## src/rtl/core/ird_pkg.sv

```systemverilog
`default_nettype none
package ird_pkg;
  localparam int unsigned CHANNELS_DEF     = 4;
  localparam int unsigned WINDOW_DEF       = 5;
  localparam int unsigned TABLE_POINTS_DEF = 13;
  localparam int unsigned SAMPLE_W         = 12;
  localparam int unsigned DIST_W           = 7;
  localparam int unsigned FRAC_W           = 3;

  typedef enum logic [2:0] {
    ST_IDLE,
    ST_LOAD,
    ST_SORT,
    ST_SEARCH,
    ST_DIV,
    ST_NEXT,
    ST_OUT
  } ird_state_t;

  typedef struct packed {
    logic load;        // capture samples, write history
    logic sort_step;   // one odd-even pass on the window
    logic search_step; // one table point compared
    logic div_init;    // start interpolation divide
    logic div_step;    // one restoring divide bit
    logic store;       // write distance of current channel
    logic next_ch;     // advance channel
    logic bump_slot;   // advance history slot
  } ird_cmd_t;

  typedef struct packed {
    logic search_done;
    logic div_done;
    logic last_ch;
    logic sort_done;
  } ird_sts_t;

  function automatic logic [SAMPLE_W-1:0] cal_point(input logic [3:0] idx);
    logic [SAMPLE_W-1:0] p;
    case (idx)
      4'd0:  p = 12'd2930;
      4'd1:  p = 12'd2020;
      4'd2:  p = 12'd1600;
      4'd3:  p = 12'd1300;
      4'd4:  p = 12'd1110;
      4'd5:  p = 12'd980;
      4'd6:  p = 12'd860;
      4'd7:  p = 12'd780;
      4'd8:  p = 12'd720;
      4'd9:  p = 12'd660;
      4'd10: p = 12'd620;
      4'd11: p = 12'd560;
      4'd12: p = 12'd540;
      default: p = 12'd0;
    endcase
    return p;
  endfunction
endpackage
`default_nettype wire

```

## src/rtl/core/ird_ctrl.sv

```systemverilog
`default_nettype none
module ird_ctrl import ird_pkg::*; (
  input  wire logic     clk,
  input  wire logic     rst_n,
  input  wire logic     in_valid,
  output logic          in_ready,
  output logic          out_valid,
  input  wire logic     out_ready,
  input  wire logic     filter_en,
  input  ird_sts_t      sts,
  output ird_cmd_t      cmd
);
  ird_state_t state_r, state_nxt;

  always_ff @(posedge clk) begin
    if (!rst_n) begin
      state_r <= ST_IDLE;
    end else begin
      state_r <= state_nxt;
    end
  end

  always_comb begin
    state_nxt = state_r;
    cmd       = '0;
    in_ready  = 1'b0;
    out_valid = 1'b0;
    case (state_r)
      ST_IDLE: begin
        in_ready = 1'b1;
        if (in_valid) begin
          cmd.load  = 1'b1;
          state_nxt = ST_LOAD;
        end
      end
      ST_LOAD: begin
        state_nxt = filter_en ? ST_SORT : ST_SEARCH;
      end
      ST_SORT: begin
        cmd.sort_step = 1'b1;
        if (sts.sort_done) state_nxt = ST_SEARCH;
      end
      ST_SEARCH: begin
        cmd.search_step = 1'b1;
        if (sts.search_done) begin
          cmd.div_init = 1'b1;
          state_nxt    = ST_DIV;
        end
      end
      ST_DIV: begin
        cmd.div_step = 1'b1;
        if (sts.div_done) state_nxt = ST_NEXT;
      end
      ST_NEXT: begin
        cmd.store = 1'b1;
        if (sts.last_ch) begin
          cmd.bump_slot = filter_en;
          state_nxt     = ST_OUT;
        end else begin
          cmd.next_ch = 1'b1;
          state_nxt   = filter_en ? ST_SORT : ST_SEARCH;
        end
      end
      ST_OUT: begin
        out_valid = 1'b1;
        if (out_ready) state_nxt = ST_IDLE;
      end
      default: state_nxt = ST_IDLE;
    endcase
  end
endmodule
`default_nettype wire

```

## src/rtl/core/ird_dp.sv

```systemverilog
`default_nettype none
module ird_dp import ird_pkg::*; #(
  parameter int unsigned CHANNELS     = CHANNELS_DEF,
  parameter int unsigned WINDOW       = WINDOW_DEF,
  parameter int unsigned TABLE_POINTS = TABLE_POINTS_DEF
) (
  input  wire logic                                clk,
  input  wire logic                                rst_n,
  input  wire logic [CHANNELS-1:0][SAMPLE_W-1:0]   samples,
  input  wire logic                                filter_en,
  input  ird_cmd_t                                 cmd,
  output ird_sts_t                                 sts,
  output logic [CHANNELS-1:0][DIST_W-1:0]          dists
);
  localparam int unsigned CH_W   = (CHANNELS > 1) ? $clog2(CHANNELS) : 1;
  localparam int unsigned SLOT_W = $clog2(WINDOW);
  localparam int unsigned PASS_W = $clog2(WINDOW + 1);
  localparam int unsigned IDX_W  = 5;
  localparam int unsigned NUM_W  = SAMPLE_W + 3;

  logic [CHANNELS-1:0][SAMPLE_W-1:0]            smp_r;
  logic [CHANNELS-1:0][WINDOW-1:0][SAMPLE_W-1:0] hist_r;
  logic [SLOT_W-1:0]                            slot_r;
  logic [CH_W-1:0]                              ch_r;
  logic [WINDOW-1:0][SAMPLE_W-1:0]              win_r, win_nxt, win_init;
  logic [PASS_W-1:0]                            pass_r;
  logic [IDX_W-1:0]                             idx_r;
  logic [SAMPLE_W-1:0]                          val_r, val_init;
  logic [NUM_W-1:0]                             num_r;
  logic [SAMPLE_W-1:0]                          den_r;
  logic [FRAC_W-1:0]                            quo_r;
  logic [1:0]                                   dcnt_r;
  logic [DIST_W-1:0]                            base_r;
  logic                                         sat_r;
  logic [CHANNELS-1:0][DIST_W-1:0]              dist_r;
  logic [SAMPLE_W-1:0]                          pt_i, hi_pt;
  logic                                         stop;

  assign pt_i  = cal_point(idx_r[3:0]);
  assign hi_pt = cal_point(4'(idx_r - IDX_W'(1)));
  assign stop  = (idx_r == IDX_W'(TABLE_POINTS)) || (val_r > pt_i);

  assign sts.sort_done   = (pass_r == PASS_W'(WINDOW - 1));
  assign sts.search_done = stop;
  assign sts.div_done    = sat_r || (dcnt_r == 2'd2);
  assign sts.last_ch     = (ch_r == CH_W'(CHANNELS - 1));
  assign dists           = dist_r;

  // window and raw value for the channel about to start; channel 0 sees the
  // sample that is being written into its history on the same edge
  always_comb begin
    win_init = hist_r[ch_r + CH_W'(1)];
    val_init = smp_r[ch_r + CH_W'(1)];
    if (cmd.load) begin
      win_init = hist_r[0];
      val_init = samples[0];
      if (filter_en) win_init[slot_r] = samples[0];
    end
  end

  // one odd-even transposition pass
  always_comb begin
    win_nxt = win_r;
    for (int k = 0; k + 1 < WINDOW; k++) begin
      if ((k % 2) == int'(pass_r[0]) && win_nxt[k] > win_nxt[k+1]) begin
        win_nxt[k]   = win_r[k+1];
        win_nxt[k+1] = win_r[k];
      end
    end
  end

  always_ff @(posedge clk) begin
    if (!rst_n) begin
      hist_r <= '0;
      slot_r <= '0;
      ch_r   <= '0;
    end else begin
      if (cmd.load) begin
        ch_r <= '0;
        if (filter_en) begin
          for (int c = 0; c < CHANNELS; c++) hist_r[c][slot_r] <= samples[c];
        end
      end
      if (cmd.next_ch)   ch_r <= ch_r + CH_W'(1);
      if (cmd.bump_slot) slot_r <= (slot_r == SLOT_W'(WINDOW - 1)) ? '0 : slot_r + SLOT_W'(1);
    end
  end

  always_ff @(posedge clk) begin
    if (cmd.load) smp_r <= samples;
    // reload the window whenever a channel starts
    if (cmd.load || cmd.next_ch) begin
      win_r  <= win_init;
      pass_r <= '0;
      idx_r  <= '0;
      val_r  <= val_init;
    end else if (cmd.sort_step) begin
      win_r  <= win_nxt;
      pass_r <= pass_r + PASS_W'(1);
      if (sts.sort_done) val_r <= win_nxt[WINDOW/2];
    end else if (cmd.search_step && !stop) begin
      idx_r <= idx_r + IDX_W'(1);
    end
    if (cmd.store) dist_r[ch_r] <= base_r + DIST_W'(quo_r);
  end

  // restoring divide of 5*(hi-v) by (hi-lo), quotient < 5, three bits
  always_ff @(posedge clk) begin
    if (cmd.div_init) begin
      quo_r  <= '0;
      dcnt_r <= '0;
      num_r  <= NUM_W'(hi_pt - val_r) * NUM_W'(5);
      den_r  <= hi_pt - pt_i;
      if (idx_r == '0) begin
        sat_r  <= 1'b1;
        base_r <= DIST_W'(10);
      end else if (idx_r == IDX_W'(TABLE_POINTS)) begin
        sat_r  <= 1'b1;
        base_r <= DIST_W'(10 + 5 * (TABLE_POINTS - 1));
      end else begin
        sat_r  <= 1'b0;
        base_r <= DIST_W'(10) + DIST_W'(5) * DIST_W'(idx_r - IDX_W'(1));
      end
    end else if (cmd.div_step && !sat_r) begin
      dcnt_r <= dcnt_r + 2'd1;
      if (num_r >= (NUM_W'(den_r) << (2 - dcnt_r))) begin
        num_r <= num_r - (NUM_W'(den_r) << (2 - dcnt_r));
        quo_r[2 - dcnt_r] <= 1'b1;
      end
    end
  end
endmodule
`default_nettype wire

```

## src/rtl/core/ir_distance_median_linearizer_unit.sv

```systemverilog
`default_nettype none
// Channel | Signals                                   | Role
// in      | in_valid in_ready in_sample_ch0..3 (12b)  | four ADC samples per beat
// out     | out_valid out_ready out_dist_ch0..3 (7b)  | four distances per beat
// cfg     | cfg_valid cfg_ready cfg_filter_enable     | median filter on/off
// One beat at a time, channel by channel, through the shared sorter (WINDOW
// passes, when filtering), table scanner (up to TABLE_POINTS+1 steps) and
// bit-serial divider.
// Reset clears the history, slot and filter_enable. A stalled out beat holds.
module ir_distance_median_linearizer_unit import ird_pkg::*; #(
  parameter int unsigned WINDOW       = WINDOW_DEF,
  parameter int unsigned TABLE_POINTS = TABLE_POINTS_DEF
) (
  input  wire logic                clk,
  input  wire logic                rst_n,
  input  wire logic                in_valid,
  output logic                     in_ready,
  input  wire logic [SAMPLE_W-1:0] in_sample_ch0,
  input  wire logic [SAMPLE_W-1:0] in_sample_ch1,
  input  wire logic [SAMPLE_W-1:0] in_sample_ch2,
  input  wire logic [SAMPLE_W-1:0] in_sample_ch3,
  output logic                     out_valid,
  input  wire logic                out_ready,
  output logic [DIST_W-1:0]        out_dist_ch0,
  output logic [DIST_W-1:0]        out_dist_ch1,
  output logic [DIST_W-1:0]        out_dist_ch2,
  output logic [DIST_W-1:0]        out_dist_ch3,
  input  wire logic                cfg_valid,
  output logic                     cfg_ready,
  input  wire logic                cfg_filter_enable
);
  logic filter_en_r;
  ird_cmd_t cmd;
  ird_sts_t sts;
  logic [CHANNELS_DEF-1:0][SAMPLE_W-1:0] smp;
  logic [CHANNELS_DEF-1:0][DIST_W-1:0]   dst;

  assign cfg_ready = 1'b1;
  always_ff @(posedge clk) begin
    if (!rst_n) begin
      filter_en_r <= 1'b0;
    end else if (cfg_valid) begin
      filter_en_r <= cfg_filter_enable;
    end
  end

  assign smp = {in_sample_ch3, in_sample_ch2, in_sample_ch1, in_sample_ch0};
  assign out_dist_ch0 = dst[0];
  assign out_dist_ch1 = dst[1];
  assign out_dist_ch2 = dst[2];
  assign out_dist_ch3 = dst[3];

  ird_ctrl u_ctrl (
    .clk(clk), .rst_n(rst_n), .in_valid(in_valid), .in_ready(in_ready),
    .out_valid(out_valid), .out_ready(out_ready), .filter_en(filter_en_r),
    .sts(sts), .cmd(cmd)
  );

  ird_dp #(.CHANNELS(CHANNELS_DEF), .WINDOW(WINDOW), .TABLE_POINTS(TABLE_POINTS)) u_dp (
    .clk(clk), .rst_n(rst_n), .samples(smp), .filter_en(filter_en_r),
    .cmd(cmd), .sts(sts), .dists(dst)
  );
endmodule
`default_nettype wire

```

## config.mk

```make
export PLATFORM = sky130hd
export DESIGN_NAME = ir_distance_median_linearizer_unit
export DESIGN_NICKNAME = d
export VERILOG_FILES = /design/src/rtl/core/ird_pkg.sv /design/src/rtl/core/ird_ctrl.sv /design/src/rtl/core/ird_dp.sv /design/src/rtl/core/ir_distance_median_linearizer_unit.sv
export SDC_FILE = /design/constraint.sdc
export NUM_CORES = 1
export LEC_CHECK = 0
export ABC_AREA = 0
export BUFFER_PORTS_ARGS = -buffer_cell sky130_fd_sc_hd__buf_2
export CAP_MARGIN = 15
export CORE_MARGIN = 2
export CORE_UTILIZATION = 28
export CTS_CLUSTER_SIZE = 14
export DETAILED_ROUTE_END_ITERATION = 16
export PLACE_DENSITY = 0.45
export SYNTH_ARGS = -nofsm -noshare
export SYNTH_HDL_FRONTEND = slang
export SYNTH_SLANG_ARGS = --single-unit
```

## constraint.sdc

```tcl
create_clock -name clk -period 11.2 [get_ports clk]
set_clock_uncertainty 0.15 [all_clocks]
set_input_delay 2.24 -clock clk [delete_from_list [all_inputs] [get_ports clk]]
set_output_delay 2.24 -clock clk [all_outputs]
set_load 0.1 [all_outputs]
```

# [Yosys cells after proc, flatten, opt, wreduce, memory -nomap -nowiden]
# Memories as Yosys holds them, arrays and structs flattened. A register that Yosys moved wholly into a read port is not among the register bits.
# Index checks and enable logic that the tools add are counted.
[word_totals] regBits=445 word_cells=185 out_inout_bits=31 latchBits=0 n_memories=2 ramBits=0 romBits=352
[memory_table] memory="(no name shown)" depth=16 width=11 read_ports=1 rd_ports_with_merged_regs=0 wr=0 line_no="ird_pkg.sv:40" source="case (idx)"
[memory_table] memory="(no name shown)" depth=16 width=11 read_ports=1 rd_ports_with_merged_regs=1 wr=0 line_no="ird_pkg.sv:40"
[classes] bitwise=3 n_mul=2 n_addsub=13 n_mux=56 reduce_logical=32 div=0 n_shift=1 eq_ne=16 order_cmp=13
[ops] cell="two-way mux 60 bit" count=5
[ops] cell="bitwise mux 60 bit" count=4
[ops] cell="binary-select mux 60 bit (select 2 bit)" count=1
[ops] cell="two-way mux 24 bit" count=4
[ops] cell="two-way mux 12 bit" count=6
[ops] cell="greater-than comparator 12 bit" count=5
[ops] cell="two-way mux 15 bit" count=3
[ops] cell="demux 12 bit (select 3 bit)" count=1
[ops] cell=">= comparator 32 x 1 -> 1 bit, second input constant" count=1
[ops] cell="less-than comparator 32 x 3 -> 1 bit, second input constant" count=1
[ops] cell="<< shifter 12 x 32 -> 15 bit" count=1
[ops] cell="bitwise mux 28 bit" count=1
[ops] cell="binary-select mux 12 bit (select 2 bit)" count=1
[ops] cell="two-way mux 3 bit" count=8
[ops] cell="case mux 3 bit (7 select lines)" count=1
[ops] cell="== test 3 bit, second input constant" count=5
[ops] cell=">= comparator 15 bit" count=1
[ops] cell="multiplier 15 x 3 -> 15 bit, second input constant" count=1
[ops] cell="subtractor 15 bit" count=1
[ops] cell="demux 7 bit (select 2 bit)" count=1
[ops] cell="two-way mux 7 bit" count=2
[ops] cell="AND reduction 2 bit" count=7
[ops] cell="nonzero test 2 bit" count=7
[ops] cell="subtractor 12 x 12 -> 13 bit" count=1
[ops] cell="33 further kinds" count=67

# [Depth between registers and ports, before layout]
[logic_depth] depth_word=14 depth_mapped=36

# [Cells and area by module]
# Synthesis repeated with hierarchy kept, for this count alone.
[unflattened] hier_cells=2703 hier_area_um2=25594.5
[modules_own_cells] module="ird_dp" instances=1 cells_per_inst=2660 seq_area_each_um2=10820.4 area_per_inst_um2=25284.2
[modules_own_cells] module="ird_ctrl" instances=1 cells_per_inst=38 seq_area_each_um2=60.1 area_per_inst_um2=262.8
[modules_own_cells] module="ir_distance_median_linearizer_unit" instances=1 cells_per_inst=5 seq_area_each_um2=20.0 area_per_inst_um2=47.5

# [Worst setup path before layout]
# OpenSTA, ideal clock, no wires.
[synth_timing] path_type="register -> register" startpoint="register u_dp.win_r[13] (netlist name)" endpoint="register u_dp.win_r[48] (netlist name) (enable)" setup_slack_ns=2.599 path_buffers=5 arrival_time_ns=8.053 t_required_ns=10.652 stages_incl_launch_ff=35 setup_ns=0.398 period_less_slack_ns=8.601 path_cell_list="edfxtp_1 inv_1 ha_1 nor2b_1 o21a_1 o21a_1 o21a_1 o41ai_4 buf_6 mux2_2 ha_1 nand4_1 or2_2 a311oi_1 buf_4 buf_4 mux2i_1 inv_1 ha_1 nor2b_1 o21a_1 o21a_1 o21ai_0 a311oi_4 buf_6 mux2i_1 ha_1 a21o_1 a21o_1 a21oi_1 or2_2 a31oi_1 clkbuf_1 inv_1 o21ai_0"
[synth_between] elab_chain_len=13
[synth_lines] item="start, declared" line_no="ird_dp.sv:25" source="logic [WINDOW-1:0][SAMPLE_W-1:0] win_r, win_nxt, win_init;"
[synth_lines] item="start signal, assigned" line_no="ird_dp.sv:93" source="win_r <= win_init;"
[synth_lines] item="start signal, assigned" line_no="ird_dp.sv:98" source="win_r <= win_nxt;"
[synth_lines] item="greater-than comparator 12 bit" line_no="ird_dp.sv:65" source="if ((k % 2) == int'(pass_r[0]) && win_nxt[k] > win_nxt[k+1]) begin"
[synth_lines] item="logical AND 1 bit" line_no="ird_dp.sv:65"
[synth_lines] item="two-way mux 24 bit" line_no="ird_dp.sv:65"
[synth_lines] item="greater-than comparator 12 bit" line_no="ird_dp.sv:65"
[synth_lines] item="logical AND 1 bit" line_no="ird_dp.sv:65"
[synth_lines] item="two-way mux 24 bit *" line_no="ird_dp.sv:65"
[synth_lines] item="greater-than comparator 12 bit *" line_no="ird_dp.sv:65"
[synth_lines] item="logical AND 1 bit *" line_no="ird_dp.sv:65"
[synth_lines] item="two-way mux 24 bit *" line_no="ird_dp.sv:65"
[synth_lines] item="greater-than comparator 12 bit *" line_no="ird_dp.sv:65"
[synth_lines] item="logical AND 1 bit *" line_no="ird_dp.sv:65"
[synth_lines] item="nonzero test 2 bit (no line) *"
[synth_lines] item="AND reduction 2 bit (no line) *"
# Mark *: on every way between the ends. The rest lies on a longest branch, timed or not. The select of a mux whose other input is x is not followed.
# A chain may end at the register's enable or synchronous reset.

# [Worst setup path in the final report]
[layout_timing] startpoint="register u_dp.win_r[1] (netlist name)" endpoint="register u_dp.win_r[58] (netlist name) (enable)"
[layout_between] elab_chain_len=13
[layout_lines] item="greater-than comparator 12 bit" line_no="ird_dp.sv:65"
[layout_lines] item="logical AND 1 bit" line_no="ird_dp.sv:65"
[layout_lines] item="two-way mux 24 bit *" line_no="ird_dp.sv:65"
[layout_lines] item="greater-than comparator 12 bit *" line_no="ird_dp.sv:65"
[layout_lines] item="logical AND 1 bit *" line_no="ird_dp.sv:65"
[layout_lines] item="two-way mux 24 bit *" line_no="ird_dp.sv:65"
[layout_lines] item="greater-than comparator 12 bit *" line_no="ird_dp.sv:65"
[layout_lines] item="logical AND 1 bit *" line_no="ird_dp.sv:65"
[layout_lines] item="two-way mux 24 bit *" line_no="ird_dp.sv:65"
[layout_lines] item="greater-than comparator 12 bit *" line_no="ird_dp.sv:65"
[layout_lines] item="logical AND 1 bit *" line_no="ird_dp.sv:65"
[layout_lines] item="nonzero test 2 bit (no line) *"
[layout_lines] item="AND reduction 2 bit (no line) *"
# Marked as above.

==> impl_results.md <==
- H-tree depth: 2
- FFs w/ async S/R, synth: 0
- Core Region: between 0.08 and 0.09 mm^2
- CP required: roughly 11,000 ps
- DRC viols: 0
- Mapped Avg Cell Area: around 9.5 um^2
- Core Rows: ~110
- DRT iter0 DRCs: between 1,000 and 1,500
- Top fanout value on the critical path: 35
- Cell variety after synth: 84
- Post-CTS Hold Buffers: 0
- Nets: about 2,800
- Post-place setup slack: roughly 2000 ps
- WL/cell: 19.6 um
- Worst reg-to-reg setup slack: around 1900 ps
- Syn Std Cell Area: 0.0250 mm^2
- Vias in the first global route: around 19,000
- GRT Util Overall: 0.163
- VDD IR max: 0.000144 V
- Seq/Total Area, Yosys: 0.438
- Clk_lat worst skew: 640 ps
- Mux contribution to synthesized area: 0.115
- Reg clk slew, reported paths: about 60 ps
- Final Hold Violating Endpoints: 0
- Leakage: between 10 and 15 nW
- Filler Cell Count: between 9,000 and 10,000
- Share of cells above drive strength 1: 0.132
- HPWL after detailed placement: roughly 50 mm
- RSZ-0062 raised after global routing: no
- Die ar.: 0.0916 mm^2
- PortBufs: 83
- Largest net degree at the start of global routing: roughly 110
- Max-slew violation count: 0
- Synth warn: 0
- Cell count after synthesis: roughly 2,600
- Commonest non-fill, non-tap cells in the layout: nand2_1 (536), a21oi_1 (329), dfxtp_1 (272)
- Slew HR: 0.221
- Largest family of logic cells by synthesized area: compound AO/OA/AOI/OAI gates
- Area Overhead vs Synth: 13.3%
- Total wire length: around 75 mm
- Congestion Overflow GR: 0
- PD cells: just under 300 mW/mm^2
- Post-Synth Adder-Cell Area: 0.0828
- Number of flops mapped to enable cells by yosys: ~180
- Tcrit/Tclk final: 0.827
- Setup TNS: 0 ps
- Postcts setup bufs: 0
- Critical path class: reg2reg
- XOR/XNOR share of the synthesized area: 0.0213
- Crit end category: flop
- CP peak stage delay: 840 ps
- Finished Core Util: 0.320
- TritonCTS clock tree: built
- Setup-failing EPs final: 0
- #FFs+latches synth: about 460
- Post_cts resized: 0
- PnR worst setup slack: slightly below 2000 ps
- Synth Area in Simple Gates: 0.135
- CP startpoint kind: flop
- Run status: finished clean
- Max-Cap Viols: 0
- Chip Height: just over 300 um
- CTS buffer count: 54
- Drt first pass iters: 5
- Fmax: approximately 110 MHz
- Initial Util: 0.282
- Worst slew pin tran: between 1000 and 1500 ps
- Initial antenna violation count: 11
- CTS max path bufs: 3
- I/O Pins: 85
- Die W: around 300 um
- Slowest cell on crit path: a311oi_4
- Fin crit period: 9260 ps
- First-pass GRT wire length: ~120 mm
- CTS Sinks: 455
- Type of the worst min-delay path: reg2reg
- Drt via density: ~5.0
- Worst Path Arrival: 9340 ps
- Complex-gate fraction of the synthesized area: 0.159
- Most Frequent Cell on Critical Path: a21o_1
- Root Driver: clkbuf_16
- GP Congestion: ~0.85
- Commonest non-fill, non-tap cell in the layout: nand2_1
- Tot Pwr: roughly 8 mW
- Synth Flop Type: dfxtp_1
- Antenna Nets Post-Route: 0
- Detailed-route via count: approximately 19,000
- Syn nets: 2,847
-- Yosys cell counts (4+ instances only) --
cell type  count  area [um^2]
a211o_1       12          105
a211oi_1      22          165
a21boi_0       4         30.0
a21o_1        29          218
a21oi_1      329         1650
a221oi_1      12          105
a22o_1         4         35.0
a31oi_1       41          257
and2_1        18          113
and3_1         7         43.8
buf_1         21         78.8
buf_2         24          120
clkbuf_1     129          484
clkinv_1       4         15.0
dfxtp_1      273         5470
edfxtp_1     182         5470
fa_1           4         80.1
ha_1         158         1980
inv_1        122          458
mux2_2        40          450
mux2i_1       80          801
mux4_2        72         1620
nand2_1      541         2030
nand2b_1      10         62.6
nand3_1       24          120
nand3b_1       4         30.0
nand4_1       17          106
nand4b_1       4         35.0
nor2_1       114          428
nor2b_1       18          113
nor3_1        20          100
o21a_1        13         97.6
o21ai_0       71          355
o21bai_1       6         45.0
o22ai_1       47          294
o31a_1        22          193
or2_2          8         50.1
xnor2_1       38          333
xor2_1        20          175
-- power by group --
part	switching (mW)	internal, mW
logic	2.39	1.68
registers	0.167	2.12
clock network	0.746	1.11
total	3.30	4.91
-- logic make-up (layout without fill, tap and decap cells) --
kind of cell	after synthesis	count (layout)
mux	192	192
other cells	1	3
simple gates	801	801
xor+xnor	59	59
fa+ha+maj	163	163
flops	455	455
buf+inv	308	339
compound gates	652	652
-- stage by stage --
| stage | hold slack (ps) | cell area [um^2] | cells |
|---|---|---|---|
| after detailed placement | 294 | 26400 | 3726 |
| after global placement | 289 | 26400 | 3726 |
| final | 302 | 28300 | 3829 |
| after floorplan | 283 | 25000 | 2631 |
| after global routing | 314 | 28300 | 3828 |
| after CTS | 303 | 28300 | 3826 |
-- sequential cells by signal, indices dropped and copies added, names as in the netlist, 3 cells and up --
signal and flops:
u_dp.win_r 60, u_dp.dists 28, u_dp.val_r 12, u_dp.idx_r 5, u_dp.base_r 7, u_dp.smp_r 48, u_dp.num_r 15, u_dp.pt_i 11
u_dp.quo_r 3, u_dp.den_r 11, u_dp.pass_r 3, u_ctrl.state_r 3, u_dp.slot_r 3, u_dp.hist_r 240
-- routing by layer --
| layer | up-vias | track usage | share of wire |
|---|---|---|---|
| li1 | 9359 | - | - |
| met1 | 9268 | 0.214 | 0.45 |
| met2 | 429 | 0.274 | 0.47 |
| met3 | 127 | 0.0293 | 0.051 |
| met4 | 14 | 0.0476 | 0.028 |
| met5 | - | 0 | 0.0013 |
-- path summary, 6_finish.rpt --
check | from | end | depth (start not counted)
worst max-delay path | u_dp.win_r[1]$_DFFE_PP_ | u_dp.win_r[58]$_DFFE_PP_ | 33
worst min-delay path | u_dp.hist_r[150]$_SDFFE_PN0P_ | u_dp.hist_r[150]$_SDFFE_PN0P_ | 2
worst max register to register | u_dp.win_r[1]$_DFFE_PP_ | u_dp.win_r[58]$_DFFE_PP_ | 33
worst min register to register | u_dp.hist_r[150]$_SDFFE_PN0P_ | u_dp.hist_r[150]$_SDFFE_PN0P_ | 2
-- worst max-delay path: cells and delay by family, from the launching register on --
family,cells,cell delay (ps)
compound gates,17,3880
fa+ha+maj,4,1120
buf+inv,5,1260
flops,1,420
mux,3,1030
simple gates,4,980
-- area by class of cell --
class                           count  area (um^2)  share of cell area
Tap cell                         1165         1460              0.0515
Multi-Input combinational cell   1868        12900               0.456
Antenna cell                        2         5.00            0.000177
Clock buffer                       79         1560              0.0550
Sequential cell                   455        10900               0.387
Inverter                          128          489              0.0173
Timing Repair Buffer              111          629              0.0222
Clock inverter                     21          310              0.0110
Power figures use the tool's default switching activity.
